$ cat config.mk
export PLATFORM = sky130hd
export DESIGN_NAME = printer_stylus_line_sequencer_top
export DESIGN_NICKNAME = d
export VERILOG_FILES = /design/src/rtl/psls_pkg.sv /design/src/rtl/psls_cfg.sv /design/src/rtl/psls_engine.sv /design/src/rtl/printer_stylus_line_sequencer_top.sv
export SDC_FILE = /design/constraint.sdc
export NUM_CORES = 1
export LEC_CHECK = 0
export BUFFER_PORTS_ARGS = -buffer_cell sky130_fd_sc_hd__buf_2
export CORE_MARGIN = 4
export CORE_UTILIZATION = 50
export CTS_CLUSTER_SIZE = 8
export DETAILED_ROUTE_END_ITERATION = 10
export MAX_ROUTING_LAYER = met4
export PLACE_DENSITY = 0.73
export SYNTH_ARGS = -nofsm -noshare
export SYNTH_HDL_FRONTEND = slang
export SYNTH_SLANG_ARGS = --single-unit
export TNS_END_PERCENT = 10
$ cat constraint.sdc
create_clock -name clk_i -period 2.5 [get_ports clk_i]
set_input_delay 0.25 -clock clk_i [delete_from_list [all_inputs] [get_ports clk_i]]
set_output_delay 0.25 -clock clk_i [all_outputs]
set_load 0.01 [all_outputs]
$ cat src/rtl/psls_pkg.sv
// Shared types and constants of the stylus line sequencer.
// No dependencies; imported by every module of the block.
`default_nettype none

package psls_pkg;

  localparam int unsigned LineIdxBits = 16;
  localparam int unsigned LineNumW    = 16;

  localparam logic [8:0] LineEnd      = 9'd259;
  localparam logic [8:0] FirstPrinted = 9'd2;
  localparam logic [8:0] LastPrinted  = 9'd257;
  localparam logic [7:0] StopGap      = 8'd16;
  localparam logic [7:0] ResetPeriod  = 8'd25;
  localparam logic [7:0] StatusBusy   = 8'h81;
  localparam int unsigned StopBitPos   = 2;
  localparam int unsigned StylusBitPos = 7;

  typedef enum logic [1:0] {
    CMD_TICK  = 2'd0,
    CMD_WRITE = 2'd1,
    CMD_READ  = 2'd2
  } cmd_e;

  typedef enum logic {
    REG_BIT_PERIOD = 1'b0,
    REG_LINE_GAP   = 1'b1
  } reg_idx_e;

  typedef struct packed {
    logic [1:0] command;
    logic [7:0] write_data;
  } in_item_t;

  typedef struct packed {
    logic [7:0]          read_data;
    logic                pixel_valid;
    logic [7:0]          pixel_column;
    logic                pixel_black;
    logic                line_done;
    logic [LineNumW-1:0] line_number;
  } out_item_t;

  typedef struct packed {
    logic [7:0] bit_period;
    logic [7:0] line_gap;
  } cfg_t;

endpackage

`default_nettype wire

$ cat src/rtl/psls_cfg.sv
// Configuration registers: dot period and line gap.
// Depends on psls_pkg.
`default_nettype none

module psls_cfg (
  input  wire logic          clk_i,
  input  wire logic          rst_ni,
  input  wire logic          cfg_we_i,
  input  wire logic          cfg_idx_i,
  input  wire logic [7:0]    cfg_wdata_i,
  output psls_pkg::cfg_t     cfg_o
);
  import psls_pkg::*;

  logic [7:0] bit_period_q;
  logic [7:0] line_gap_q;

  always_ff @(posedge clk_i or negedge rst_ni) begin
    if (!rst_ni) begin
      bit_period_q <= ResetPeriod;
      line_gap_q   <= StopGap;
    end else if (cfg_we_i) begin
      unique case (reg_idx_e'(cfg_idx_i))
        REG_BIT_PERIOD: bit_period_q <= cfg_wdata_i;
        REG_LINE_GAP:   line_gap_q   <= cfg_wdata_i;
        default:        ;
      endcase
    end
  end

  assign cfg_o.bit_period = bit_period_q;
  assign cfg_o.line_gap   = line_gap_q;

endmodule

`default_nettype wire

$ cat src/rtl/psls_engine.sv
// Printer state (motor, stylus, counters, line index) and the one-item update.
// Depends on psls_pkg.
`default_nettype none

module psls_engine (
  input  wire logic          clk_i,
  input  wire logic          rst_ni,
  input  wire logic          step_i,
  input  wire psls_pkg::in_item_t item_i,
  input  wire psls_pkg::cfg_t     cfg_i,
  output psls_pkg::out_item_t result_o
);
  import psls_pkg::*;

  logic                   motor_q, motor_d;
  logic                   stylus_q, stylus_d;
  logic                   flag_q, flag_d;
  logic [7:0]             presc_q, presc_d;
  logic [7:0]             gap_q, gap_d;
  logic [8:0]             col_q, col_d;
  logic [LineIdxBits-1:0] line_q, line_d;
  logic [8:0]             col_inc;
  logic                   advance;

  assign col_inc = col_q + 9'd1;

  always_comb begin
    motor_d  = motor_q;
    stylus_d = stylus_q;
    flag_d   = flag_q;
    presc_d  = presc_q;
    gap_d    = gap_q;
    col_d    = col_q;
    advance  = 1'b0;
    result_o = '0;

    unique case (cmd_e'(item_i.command))
      CMD_TICK: begin
        if (motor_q) begin
          if (presc_q != 8'd0) begin
            presc_d = presc_q - 8'd1;
          end else begin
            presc_d = cfg_i.bit_period;
            if (gap_q != 8'd0) begin
              flag_d = 1'b0;
              gap_d  = gap_q - 8'd1;
            end else begin
              flag_d = 1'b1;
              if (col_q >= FirstPrinted && col_q <= LastPrinted) begin
                result_o.pixel_valid  = 1'b1;
                result_o.pixel_column = 8'(col_q - FirstPrinted);
                result_o.pixel_black  = stylus_q;
              end
              col_d = col_inc;
              // end of line: back to the gap
              if (col_inc == LineEnd) begin
                advance = 1'b1;
                flag_d  = 1'b0;
                col_d   = '0;
                gap_d   = cfg_i.line_gap;
              end
            end
          end
        end
      end
      CMD_WRITE: begin
        if (item_i.write_data[StopBitPos]) begin
          motor_d = 1'b0;
          advance = (col_q != 9'd0);
          col_d   = '0;
          gap_d   = StopGap;
        end else begin
          motor_d = 1'b1;
        end
        stylus_d = item_i.write_data[StylusBitPos];
        flag_d   = 1'b0;
      end
      CMD_READ: begin
        result_o.read_data = flag_q ? StatusBusy : 8'd0;
      end
      default: ;
    endcase

    line_d               = advance ? line_q + 1'b1 : line_q;
    result_o.line_done   = advance;
    result_o.line_number = LineNumW'(line_d);
  end

  always_ff @(posedge clk_i or negedge rst_ni) begin
    if (!rst_ni) begin
      motor_q  <= 1'b0;
      stylus_q <= 1'b0;
      flag_q   <= 1'b0;
      presc_q  <= ResetPeriod;
      gap_q    <= StopGap;
      col_q    <= '0;
      line_q   <= '0;
    end else if (step_i) begin
      motor_q  <= motor_d;
      stylus_q <= stylus_d;
      flag_q   <= flag_d;
      presc_q  <= presc_d;
      gap_q    <= gap_d;
      col_q    <= col_d;
      line_q   <= line_d;
    end
  end

endmodule

`default_nettype wire

$ cat src/rtl/printer_stylus_line_sequencer_top.sv
// Top level of the stylus line sequencer: input register, engine, result register.
// Depends on psls_pkg, psls_cfg and psls_engine.
//
// Usage:
//   Input channel (in_valid_i/in_ready_o/in_data_i) carries one command per
//   transfer: tick, port write or port read. Every accepted item yields
//   exactly one result on the output channel (out_valid_o/out_ready_i/
//   out_data_o) with read data, an optional printed dot, a line-end flag and
//   the current line number.
//   Each item passes the input register, then the result register, on its way
//   from input transfer to result transfer. Throughput: one item per cycle
//   while the receiver takes results; the engine state update is a single
//   pass of counter and compare logic.
//   When the receiver stalls, the result register holds and the input
//   register takes one more item; after that in_ready_o drops until the
//   result is taken.
//   Configuration (bit period, line gap) is written through cfg_we_i,
//   cfg_idx_i and cfg_wdata_i while no item is in flight.
//   Reset clears both registers' valid flags, stops the motor, clears the
//   stylus and paper flag, loads prescaler 25, gap 16, column and line 0,
//   and restores the configuration to 25 and 16.
`default_nettype none

module printer_stylus_line_sequencer_top (
  input  wire logic           clk_i,
  input  wire logic           rst_ni,
  input  wire logic           in_valid_i,
  output      logic           in_ready_o,
  input  wire psls_pkg::in_item_t in_data_i,
  output      logic           out_valid_o,
  input  wire logic           out_ready_i,
  output psls_pkg::out_item_t out_data_o,
  input  wire logic           cfg_we_i,
  input  wire logic           cfg_idx_i,
  input  wire logic [7:0]     cfg_wdata_i
);
  import psls_pkg::*;

  logic      in_vld_q;
  in_item_t  in_item_q;
  logic      out_vld_q;
  out_item_t out_item_q;
  logic      step;
  cfg_t      cfg;
  out_item_t result;

  // process the held item when the result register is free or being drained
  assign step       = in_vld_q && (!out_vld_q || out_ready_i);
  assign in_ready_o = !in_vld_q || step;

  always_ff @(posedge clk_i or negedge rst_ni) begin
    if (!rst_ni) begin
      in_vld_q <= 1'b0;
    end else if (in_ready_o) begin
      in_vld_q <= in_valid_i;
    end
  end

  always_ff @(posedge clk_i) begin
    if (in_ready_o && in_valid_i) begin
      in_item_q <= in_data_i;
    end
  end

  always_ff @(posedge clk_i or negedge rst_ni) begin
    if (!rst_ni) begin
      out_vld_q <= 1'b0;
    end else if (step) begin
      out_vld_q <= 1'b1;
    end else if (out_ready_i) begin
      out_vld_q <= 1'b0;
    end
  end

  always_ff @(posedge clk_i) begin
    if (step) begin
      out_item_q <= result;
    end
  end

  psls_cfg u_cfg (
    .clk_i      (clk_i),
    .rst_ni     (rst_ni),
    .cfg_we_i   (cfg_we_i),
    .cfg_idx_i  (cfg_idx_i),
    .cfg_wdata_i(cfg_wdata_i),
    .cfg_o      (cfg)
  );

  psls_engine u_engine (
    .clk_i   (clk_i),
    .rst_ni  (rst_ni),
    .step_i  (step),
    .item_i  (in_item_q),
    .cfg_i   (cfg),
    .result_o(result)
  );

  assign out_valid_o = out_vld_q;
  assign out_data_o  = out_item_q;

  // a dot is never printed in the same step that closes the line
  assert property (@(posedge clk_i) disable iff (!rst_ni)
    out_valid_o |-> !(out_data_o.pixel_valid && out_data_o.line_done))
    else $error("dot and line end in one result");

  // status byte is either zero or the busy pattern, and never with a dot
  assert property (@(posedge clk_i) disable iff (!rst_ni)
    (out_valid_o && out_data_o.read_data != 8'd0) |->
      (out_data_o.read_data == StatusBusy && !out_data_o.pixel_valid))
    else $error("bad status byte");

  // input may only back-pressure behind a stalled result
  assert property (@(posedge clk_i) disable iff (!rst_ni)
    !in_ready_o |-> (out_valid_o && !out_ready_i && in_vld_q))
    else $error("input stalled without output stall");

  // a stalled result must hold
  assert property (@(posedge clk_i) disable iff (!rst_ni)
    (out_valid_o && !out_ready_i) |=> (out_valid_o && $stable(out_data_o)))
    else $error("result changed while stalled");

endmodule

`default_nettype wire

==> results.sh <==
export IMPL_outcome="finished clean"
export IMPL_netlist_area_sq_um=4836
export IMPL_r2r_end="out_data_o[1]"
export IMPL_setup_violations=0
export IMPL_static_leakage_power_nw=2.434
export IMPL_cts_sinks=94
export IMPL_required_ps=2610
export IMPL_io_pins=61
export IMPL_crit_fanout=4
export IMPL_initial_utilization_pct=51.84
export IMPL_synth_most_common_cell="dfrtp_1"
export IMPL_skew_ps=14.07
export IMPL_placed_area_sq_um=5429
export IMPL_period_share_pct=98.15
export IMPL_cts_root_buf="clkbuf_8"
export IMPL_max_slew_margin_pct=49.58
export IMPL_cts_made_buffers=9
export IMPL_grt_pass1_wl_um=16460
export IMPL_gp_congestion=0.8377
export IMPL_max_cap_violations=0
export IMPL_drc=0
export IMPL_synth_top_cells_by_count="54 x dfrtp_1, 39 x nand2_1, 34 x xnor2_1"
export IMPL_wl_per_cell_um=14.96
export IMPL_antenna_left=0
export IMPL_wirelength_um=9965
export IMPL_dpl_worst_slack_ps=-19.90
export IMPL_hpwl_um=7130
export IMPL_slowest_stage="or3_4"
export IMPL_path_cells="inv_2 -> ha_4 -> nor4b_4 -> nand2_1 -> or3_4 -> nor4_4 -> buf_6 -> or2_4 -> mux2_4"
export IMPL_io_buffers=48
export IMPL_critPathKind="flip-flop to flip-flop"
export IMPL_slowest_delay_ps=420
export IMPL_hp_class="input port to flip-flop"
export IMPL_yosys_warnings=0
export IMPL_multi_input_area_sq_um=2225
export IMPL_critPathArrivalTime_ps=2560
export IMPL_clk_latency_ps=360
export IMPL_synth_edf_count=32
export IMPL_cp_start_kind="flip-flop"
export IMPL_ir_worst_vdd_mv=0.4807
export IMPL_ys_ff_latch=94
export IMPL_seqCellArea_sq_um=2522
export IMPL_n_fill_cell=766
export IMPL_r2r_start="u_engine.presc_q[1]"
export IMPL_cts_buffer_depth=2
export IMPL_tightest_slew_ps=756.3
export IMPL_synth_cells=449
export IMPL_maxSlewViolCount=0
export IMPL_tritoncts="yes"
export IMPL_cp_endpoint="out_data_o[1]"
export IMPL_rows=35
export IMPL_cp_startpoint="u_engine.presc_q[1]"
export IMPL_syn_area_per_cell_sq_um=10.77
export IMPL_ys_flop_type="dfrtp_1"
export IMPL_antenna_found_initial=0
export IMPL_die_area_sq_um=11310
export IMPL_fmax_ghz=0.4076
export IMPL_dieHeight_um=106.3
export IMPL_drive_gt1_share_pct=28.68
export IMPL_postSynth_asyncResetShare_pct=65.96
export IMPL_rsz0062_at_grt="true"
export IMPL_reg2reg_slack_ps=50
export IMPL_syn2layout_area_growth_pct=20.26
export IMPL_firstDrtPassIters=4
export IMPL_power_density_nw_per_um2=701.9
export IMPL_vias_per_cell=5.398
export IMPL_fp_dieW_um=106.3
export IMPL_grt_max_degree=33
export IMPL_hold_violations=0
export IMPL_final_cell_area_sq_um=5816
export IMPL_synth_top_area_share_pct=27.94
export IMPL_diodes=0
export IMPL_ff2ff_path_depth=9
export IMPL_nets=566
export IMPL_cts_max_level=3
export IMPL_vias=3595
export IMPL_grt_overflow=0
export IMPL_drt_iter0_markers=148
export IMPL_timing_final_ws_setup_ps=46.35
export IMPL_synth_area_top_cells="dfrtp_1 28%, edfxtp_1 20%, xnor2_1 6.2%"
export IMPL_worst_setup_path_end_kind="flip-flop"
export IMPL_yosysTopAreaCell="dfrtp_1"
export IMPL_core_sq_um=9328
export IMPL_synth_cell_types=59
export IMPL_grt_pass1_vias=3474
export IMPL_clk_pin_slew_ps=100
export IMPL_grt_usage_pct=18.49
export IMPL_ys_seq_area_share_pct=52.16
export IMPL_fin_crit_ps=2454
[layout make-up]
cell class                 instances  share of cell area (%)
sequential                        94                   43.37
multi-input combinational        321                   38.25
timing repair buffer              93                   11.06
tap                              129                   2.775
clock buffer                       9                   2.130
clock inverter                     7                   1.571
inverter                          13                  0.8391
[metrics by stage]
stage | instances | util, % | total power [mW] | hold WS [ps] | setup TNS (ps)
finish | 666 | 62.35 | 4.082 | 74.36 | 0
global route | 666 | 62.35 | 4.340 | 63.61 | -1232
CTS | 659 | 60.62 | 4.085 | 61.32 | 0
detailed placement | 642 | 58.20 | 3.016 | 355.5 | -35.78
global placement | 642 | 58.20 | 2.972 | 351.8 | 0
floorplan | 454 | - | 2.615 | -45.59 | 0
[sequential cells by signal, summed over array words and instances (netlist names)]
register and cells:
u_engine.stylus_q 1, u_engine.motor_q 1, u_cfg.bit_period_q 8, u_cfg.line_gap_q 8, out_valid_o 1, u_engine.line_q 16
u_engine.col_q 9, u_engine.presc_q 8, u_engine.gap_q 8, u_engine.flag_q 1, out_data_o 28, in_vld_q 1
in_item_q 4
[cells in the final DEF (no fill, tap or decap), drive strengths merged, types with 7 or more instances in the layout]
cell and count:
mux2i 7, edfxtp 32, nor2 28, a21oi 10, nand2b 7, ha 10
xnor2 34, nand4 7, or3 9, nand2 39, dfstp 8, o211ai 13
buf 91, inv 16, dfrtp 54, nor3 14, o21ai 46, mux2 20
clkbuf 10
[metal layers]
layer / part of all wire [%] / vias to the layer above / routed length (um) / GRT usage [%]
li1: - / 1774 / - / -
met2: 49 / 87 / 4926 / 29.41
met5: 0 / - / 0 / -
met1: 46 / 1724 / 4556 / 24.71
met3: 3.9 / 10 / 389 / 2.672
met4: 0.93 / 0 / 93 / 5.828
[worst min path at each step]
stage,from,to,slack (ps),cells past startpoint
after global routing,in_data_i[2],in_item_q[2],60,1
after detailed placement,rst_ni,u_cfg.bit_period_q[2],360,1
final,in_data_i[9],in_item_q[9],70,1
after global placement,rst_ni,u_cfg.bit_period_q[1],350,1
after floorplan,rst_ni,in_vld_q,-50,0
after CTS,in_data_i[9],in_item_q[9],60,1
[kinds of logic (layout without fill, tap and decap cells)]
group / Yosys count / count (layout) / synth area share, %
buffers and inverters: 39 / 122 / 3.959
other: 1 / 6 / 0.07755
flip-flops: 94 / 94 / 52.16
AND/OR/NAND/NOR: 145 / 145 / 16.17
AO/OA/AOI/OAI: 95 / 95 / 12.06
XOR/XNOR: 38 / 38 / 6.882
adder cells (fa/ha/maj): 10 / 10 / 2.587
multiplexers: 27 / 27 / 6.106
[timing repair]
action | CTS | global route
endpoints found under the hold margin | 26 | 0
buffers inserted | 0 | 5
pin swaps | 1 | 9
gates cloned | 0 | 2
endpoints found under the setup margin | 4 | 35
gates resized for setup | 1 | 17
hold buffers | 1 | 0
[critical path, delay by kind of cell (launching register included)]
family / cells / cell delay (ps)
adders and majority gates: 1 / 130
buffers and inverters: 2 / 240
DFF: 1 / 410
muxes: 1 / 290
and+or+nand+nor: 5 / 1130
[report_power, final]
| group | internal [mW] | total [mW] | leakage (nW) | switching [mW] |
|---|---|---|---|---|
| registers | 1.83 | 2.00 | 1.11 | 0.168 |
| logic | 0.499 | 1.01 | 1.22 | 0.514 |
| clock network | 0.487 | 1.07 | 0.105 | 0.582 |
| total | 2.82 | 4.08 | 2.43 | 1.26 |
Note: power is estimated with default switching activity, not from simulation.
